[config.mk]
export PLATFORM = sky130hd
export DESIGN_NAME = modular_exponentiation_core
export DESIGN_NICKNAME = d
export VERILOG_FILES = /design/src/rtl/modexp_pkg.sv /design/src/rtl/modular_exponentiation_core.sv
export SDC_FILE = /design/constraint.sdc
export NUM_CORES = 1
export LEC_CHECK = 0
export CAP_MARGIN = 10
export CORE_AREA = 8 8 195 197
export DETAILED_ROUTE_END_ITERATION = 8
export DIE_AREA = 0 0 203 205
export DONT_BUFFER_PORTS = 1
export GPL_TIMING_DRIVEN = 0
export PLACE_DENSITY = 0.62
export SYNTH_ARGS = -nofsm -noshare
export SYNTH_HDL_FRONTEND = slang
export SYNTH_SLANG_ARGS = --single-unit
[constraint.sdc]
create_clock -name clk -period 6.7 [get_ports clk]
set_clock_uncertainty 0.1 [all_clocks]
set_input_delay 0.67 -clock clk [delete_from_list [all_inputs] [get_ports clk]]
set_output_delay 0.67 -clock clk [all_outputs]
set_load 0.02 [all_outputs]
[src/rtl/modexp_pkg.sv]
// Package: word width, register indexes and the modular add used by the core.
`timescale 1ns / 1ps
package modexp_pkg;

  localparam int WORD_BITS = 32;
  localparam int CNT_BITS  = $clog2(WORD_BITS);
  localparam int IDX_BITS  = 2;

  localparam logic [IDX_BITS-1:0] REG_MODULUS  = IDX_BITS'(0);
  localparam logic [IDX_BITS-1:0] REG_EXPONENT = IDX_BITS'(1);

  typedef logic [WORD_BITS-1:0] word_t;

  // (a + b) mod m, for a, b < m
  function automatic word_t add_mod(input word_t a, input word_t b, input word_t m);
    logic [WORD_BITS:0] s;
    logic [WORD_BITS:0] t;
    word_t              r;
    s = {1'b0, a} + {1'b0, b};
    t = s - {1'b0, m};
    if (s >= {1'b0, m}) begin
      r = t[WORD_BITS-1:0];
    end else begin
      r = s[WORD_BITS-1:0];
    end
    return r;
  endfunction

endpackage

[src/rtl/modular_exponentiation_core.sv]
// Modular exponentiation core: base^exponent mod modulus with one shared modular adder.
// A reduction of the base comes first, then one squaring per exponent bit and one multiply per set bit;
// a modulus below 2 skips all of these and yields 0.
// Each modular product runs bit by bit over the multiplier: the shared adder doubles, then adds the multiplicand.
// One request at a time; the next is taken once the result sits in the output register.
// Reset (synchronous, rst_n low): modulus 2, exponent 1, core idle, no result pending.
`timescale 1ns / 1ps
module modular_exponentiation_core (
  input  logic                              clk,
  input  logic                              rst_n,
  // config write channel
  input  logic                              cfg_valid,
  output logic                              cfg_ready,
  input  logic [modexp_pkg::IDX_BITS-1:0]   cfg_index,
  input  logic [modexp_pkg::WORD_BITS-1:0]  cfg_data,
  // input stream
  input  logic                              in_tvalid,
  output logic                              in_tready,
  input  logic [modexp_pkg::WORD_BITS-1:0]  in_tdata,   // [31:0] base_value
  // result stream
  output logic                              out_tvalid,
  input  logic                              out_tready,
  output logic [modexp_pkg::WORD_BITS-1:0]  out_tdata   // [31:0] power_result
);
  import modexp_pkg::*;

  localparam logic [1:0] S_IDLE = 2'd0;
  localparam logic [1:0] S_RUN  = 2'd1;
  localparam logic [1:0] S_FIN  = 2'd2;

  localparam logic [1:0] K_RED = 2'd0;
  localparam logic [1:0] K_SQR = 2'd1;
  localparam logic [1:0] K_MUL = 2'd2;

  localparam logic [CNT_BITS-1:0] LAST_BIT = CNT_BITS'(WORD_BITS - 1);

  logic [1:0]          state_r, state_nxt;
  logic [1:0]          kind_r, kind_nxt;
  logic                ph_r, ph_nxt;
  logic [CNT_BITS-1:0] cnt_r, cnt_nxt;
  logic [CNT_BITS-1:0] ecnt_r, ecnt_nxt;
  word_t               mod_r, mod_nxt;
  word_t               exp_r, exp_nxt;
  word_t               x_r, x_nxt;
  word_t               a_r, a_nxt;
  word_t               b_r, b_nxt;
  word_t               e_r, e_nxt;
  word_t               p_r, p_nxt;
  word_t               base_r, base_nxt;
  logic                ov_r, ov_nxt;
  word_t               od_r, od_nxt;

  word_t               op_y;
  word_t               sum;
  word_t               p_new;
  logic                mul_done;

  assign cfg_ready  = 1'b1;
  assign in_tready  = (state_r == S_IDLE);
  assign out_tvalid = ov_r;
  assign out_tdata  = od_r;

  // shared modular adder: double on phase 0, add multiplicand on phase 1 when the multiplier's top bit is set
  assign op_y     = ph_r ? (b_r[WORD_BITS-1] ? a_r : '0) : x_r;
  assign sum      = add_mod(x_r, op_y, mod_r);
  assign mul_done = ph_r && (cnt_r == LAST_BIT);

  always_comb begin
    state_nxt = state_r;
    kind_nxt  = kind_r;
    ph_nxt    = ph_r;
    cnt_nxt   = cnt_r;
    ecnt_nxt  = ecnt_r;
    mod_nxt   = mod_r;
    exp_nxt   = exp_r;
    x_nxt     = x_r;
    a_nxt     = a_r;
    b_nxt     = b_r;
    e_nxt     = e_r;
    p_nxt     = p_r;
    base_nxt  = base_r;
    ov_nxt    = ov_r;
    od_nxt    = od_r;
    p_new     = p_r;

    if (ov_r && out_tready) begin
      ov_nxt = 1'b0;
    end

    if (cfg_valid) begin
      unique case (cfg_index)
        REG_MODULUS:  mod_nxt = cfg_data;
        REG_EXPONENT: exp_nxt = cfg_data;
        default: ;
      endcase
    end

    unique case (state_r)
      S_IDLE: begin
        if (in_tvalid) begin
          if (mod_r < word_t'(2)) begin
            p_nxt     = '0;
            state_nxt = S_FIN;
          end else begin
            // reduce base: product 1 * base taken mod modulus
            a_nxt     = word_t'(1);
            b_nxt     = in_tdata;
            x_nxt     = '0;
            ph_nxt    = 1'b0;
            cnt_nxt   = '0;
            kind_nxt  = K_RED;
            state_nxt = S_RUN;
          end
        end
      end
      S_RUN: begin
        x_nxt  = sum;
        ph_nxt = ~ph_r;
        if (ph_r) begin
          b_nxt   = b_r << 1;
          cnt_nxt = cnt_r + 1'b1;
        end
        if (mul_done) begin
          x_nxt   = '0;
          cnt_nxt = '0;
          p_new   = sum;
          unique case (kind_r)
            K_RED: begin
              base_nxt = sum;
              p_nxt    = word_t'(1);
              e_nxt    = exp_r;
              ecnt_nxt = '0;
              a_nxt    = word_t'(1);
              b_nxt    = word_t'(1);
              kind_nxt = K_SQR;
            end
            K_SQR: begin
              p_nxt = sum;
              if (e_r[WORD_BITS-1]) begin
                a_nxt    = sum;
                b_nxt    = base_r;
                kind_nxt = K_MUL;
              end
            end
            default: begin
              p_nxt = sum;
            end
          endcase
          // advance to the next exponent bit
          if ((kind_r == K_MUL) || ((kind_r == K_SQR) && !e_r[WORD_BITS-1])) begin
            e_nxt    = e_r << 1;
            ecnt_nxt = ecnt_r + 1'b1;
            if (ecnt_r == LAST_BIT) begin
              state_nxt = S_FIN;
            end else begin
              a_nxt    = p_new;
              b_nxt    = p_new;
              kind_nxt = K_SQR;
            end
          end
        end
      end
      S_FIN: begin
        if (!ov_r || out_tready) begin
          ov_nxt    = 1'b1;
          od_nxt    = p_r;
          state_nxt = S_IDLE;
        end
      end
      default: begin
        state_nxt = S_IDLE;
      end
    endcase
  end

  always_ff @(posedge clk) begin
    if (!rst_n) begin
      state_r <= S_IDLE;
      kind_r  <= K_RED;
      ph_r    <= 1'b0;
      cnt_r   <= '0;
      ecnt_r  <= '0;
      mod_r   <= word_t'(2);
      exp_r   <= word_t'(1);
      ov_r    <= 1'b0;
    end else begin
      state_r <= state_nxt;
      kind_r  <= kind_nxt;
      ph_r    <= ph_nxt;
      cnt_r   <= cnt_nxt;
      ecnt_r  <= ecnt_nxt;
      mod_r   <= mod_nxt;
      exp_r   <= exp_nxt;
      ov_r    <= ov_nxt;
    end
  end

  always_ff @(posedge clk) begin
    x_r    <= x_nxt;
    a_r    <= a_nxt;
    b_r    <= b_nxt;
    e_r    <= e_nxt;
    p_r    <= p_nxt;
    base_r <= base_nxt;
    od_r   <= od_nxt;
  end

endmodule
==> metrics.csv <==
stage,metric,value,unit
floorplan,Core Area,35000,um^2
cts,Root Driver,clkbuf_16,
worst_hold_path,Hold Path Origin,cfg_data[3],
final_layout,most frequent cells in the layout,"256 x nand2_1, 224 x edfxtp_1, 139 x nor2_1, 130 x a21oi_1, 124 x o21ai_0",
sta,final hold violation count,0,
floorplan,Total Die Area,41600,um^2
logic_synthesis,dominant cell type by area after synthesis,edfxtp_1,
floorplan,row cnt,69,
cts,Clock Sinks,304,
global_route,initial antenna violation count,3,
drt,Antenna Nets Post-Route,0,
sta,f_max,0.154,GHz
final_layout,Final Non-Filler Cells,2331,
floorplan,die width,203,um
placed_design,Placed Area,17900,um^2
final_layout,nets,1984,
critical_path,critical path class,flop to flop,
drt,Via Count,13700,
drt,drt via density,5.89,
critical_path,startpoint class of the critical path,flop,
logic_synthesis,number of synthesized flops with an enable pin,224,
logic_synthesis,Avg Inst Size Synth,9.55,um^2
drt,DRC viols,0,
final_layout,utilization after layout,0.553,
worst_hold_path,Hold WC Path Type,primary input to flop,
global_route,wire length of the first global-routing pass,77600,um
floorplan,initial core utilization,0.490,
cts,CTS H-Tree Depth,2,
drt,Detailed Routing Iterations Pass 1,7,
global_route,number of global-route vias before repair,13700,
sta,max-slew violations,0,
job,max-cap viol count,0,
logic_synthesis,"top cells by area, synth","edfxtp_1 39%, dfxtp_1 9.3%, nand2_1 5.6%, ha_1 5.0%, a21oi_1 4.2%",
critical_path,CP endpoint kind,flop,
global_route,largest net degree at the start of global routing,36,
floorplan,DIE HEIGHT,205,um
floorplan,IO Count,106,
logic_synthesis,synth unique cells,82,
cts,maximum clock path buffer count,3,
placed_design,input/output buffers,0,
critical_path,Worst R2R Start,ph_r,
critical_path,crit path max fanout,10,
drt,Detailed Route Iter0 Violations,1149,
critical_path,crit path from,ph_r,
sta,min Tclk post-route,6.49,ns
critical_path,Critical Path AT,6.67,ns
final_layout,fraction of layout cells with a size suffix above 1,0.104,
placed_design,detailed placement HPWL,38300,um
sta,Slew headroom,0.277,
logic_synthesis,Synth top area share,0.392,
final_layout,area added between synthesis and finish,12.9,%
cts,clock slew at reported path FFs,0.06,ns
logic_synthesis,post-synthesis cell area,17100,um^2
logic_synthesis,Synth Flop Type,edfxtp_1,
logic_synthesis,"Seq/Total Area, Yosys",0.486,
cts,worst skew pair latency,0.55,ns
logic_synthesis,Synth async-reset ratio,0,
outcome,status,"complete, no violations",
critical_path,Reg2Reg Setup Slack,0.21,ns
logic_synthesis,post-synthesis register bit count,304,
logic_synthesis,syn nets,1936,
placed_design,post-placement cell count,2263,
critical_path,WP data required,6.88,ns
drt,routed wire length,50200,um
sta,Worst Tran Pin Value,1.05,ns
placed_design,GP Congestion,0.923,
placed_design,pre-CTS setup slack,-1.42,ns
cts,CTS tree,built,
cts,CTS buffer count,34,
sta,fin crit share,0.969,
final_layout,"most common cell after layout, fill and taps aside",nand2_1,
logic_synthesis,Synth Instances,1795,
final_layout,post-route cell area,19400,um^2
global_route,GR Overflow Total,0,
sta,endpoints failing setup,0,
global_route,GRT Overall Usage,0.239,
drt,drt wl/cell,21.5,um
cts,Hold Buf Count CTS,0,
sta,worst setup margin,0.206,ns
logic_synthesis,synth warn,0,
[per-layer routing]
metal | track usage | part of all wire
met3 | 0.0675 | 0.086
met5 | 0 | 0.00026
met1 | 0.307 | 0.42
met2 | 0.383 | 0.46
met4 | 0.0826 | 0.028
[flip-flops by register name, summed over array words and instances (netlist names), 32 cells and up]
signal / cells
base_r: 32
b_r: 32
x_r: 32
e_r: 32
p_r: 32
exp_r: 32
a_r: 32
out_tdata: 32
mod_r: 32
[critical path: stages (launching register included)]
cell,delay (ns)
dfxtp_4,0.39
buf_6,0.16
and2_4,0.23
clkbuf_8,0.21
a22o_1,0.15
ha_1,0.21
inv_1,0.07
fa_1,0.40
nand2b_1,0.18
a21o_1,0.22
a211oi_4,0.34
or4_4,0.24
a41oi_2,0.16
o21ai_1,0.23
xnor2_1,0.17
inv_1,0.09
ha_1,0.27
buf_2,0.18
nand2_1,0.12
or3_1,0.38
or4_4,0.53
and2_4,0.15
buf_6,0.13
buf_2,0.18
and3_1,0.21
a211oi_2,0.37
o22ai_1,0.14
[synth_stat cells (all sizes together), types with 19 or more instances]
cell type  instances
dfxtp             80
ha                68
a22o              31
nor2b             46
clkbuf            86
o21ai            136
nand2            258
a211oi            43
xnor2             35
xor2              23
a31oi             20
edfxtp           224
a21boi            72
inv               93
o22ai             19
a21o              28
mux2              32
a21oi            150
nor2             142
[timing repair]
action | 4_1_cts | 5_1_grt
setup buffers | 1 | 5
endpoints found under the hold margin | 0 | 0
endpoints found under the setup margin | 160 | 157
pin swaps | 1 | 6
gates resized for setup | 46 | 40
[through the flow]
step,setup TNS [ns],hold WS [ns]
finish,0,0.162
global route,-0.297,0.144
CTS,0,0.131
detailed placement,-165.79,0.305
global placement,-284.85,0.301
floorplan,0,0.300
[logic make-up after synthesis]
kind of cell | count (synthesis) | synth area share
muxes | 44 | 0.0280
and+or+nand+nor | 551 | 0.144
AOI/OAI and AO/OA | 572 | 0.215
xor gates and xnor gates | 58 | 0.0296
buffers and inverters | 195 | 0.0448
adders and majority gates | 70 | 0.0520
other | 1 | 0.000219
DFF | 304 | 0.486
[cell type report]
| class | instances | area [um^2] |
|---|---|---|
| flip-flops and latches | 304 | 8330 |
| well taps | 461 | 577 |
| plain buffers | 100 | 453 |
| fillers | 3209 | 15600 |
| multi-input cells | 1296 | 8380 |
| clock buffers | 48 | 955 |
| diodes | 1 | 2.50 |
| clock inverters | 14 | 120 |
| inverters | 94 | 354 |
| repair buffers | 13 | 183 |
[final timing paths]
kind	end	cells past startpoint
min	mod_r[3]	2
min reg2reg	out_tdata[6]	0
max reg2reg	b_r[13]	26
max	b_r[13]	26
Power is not shown: default switching activity piles up to over one toggle a cycle in this logic, so the estimate is an artifact.
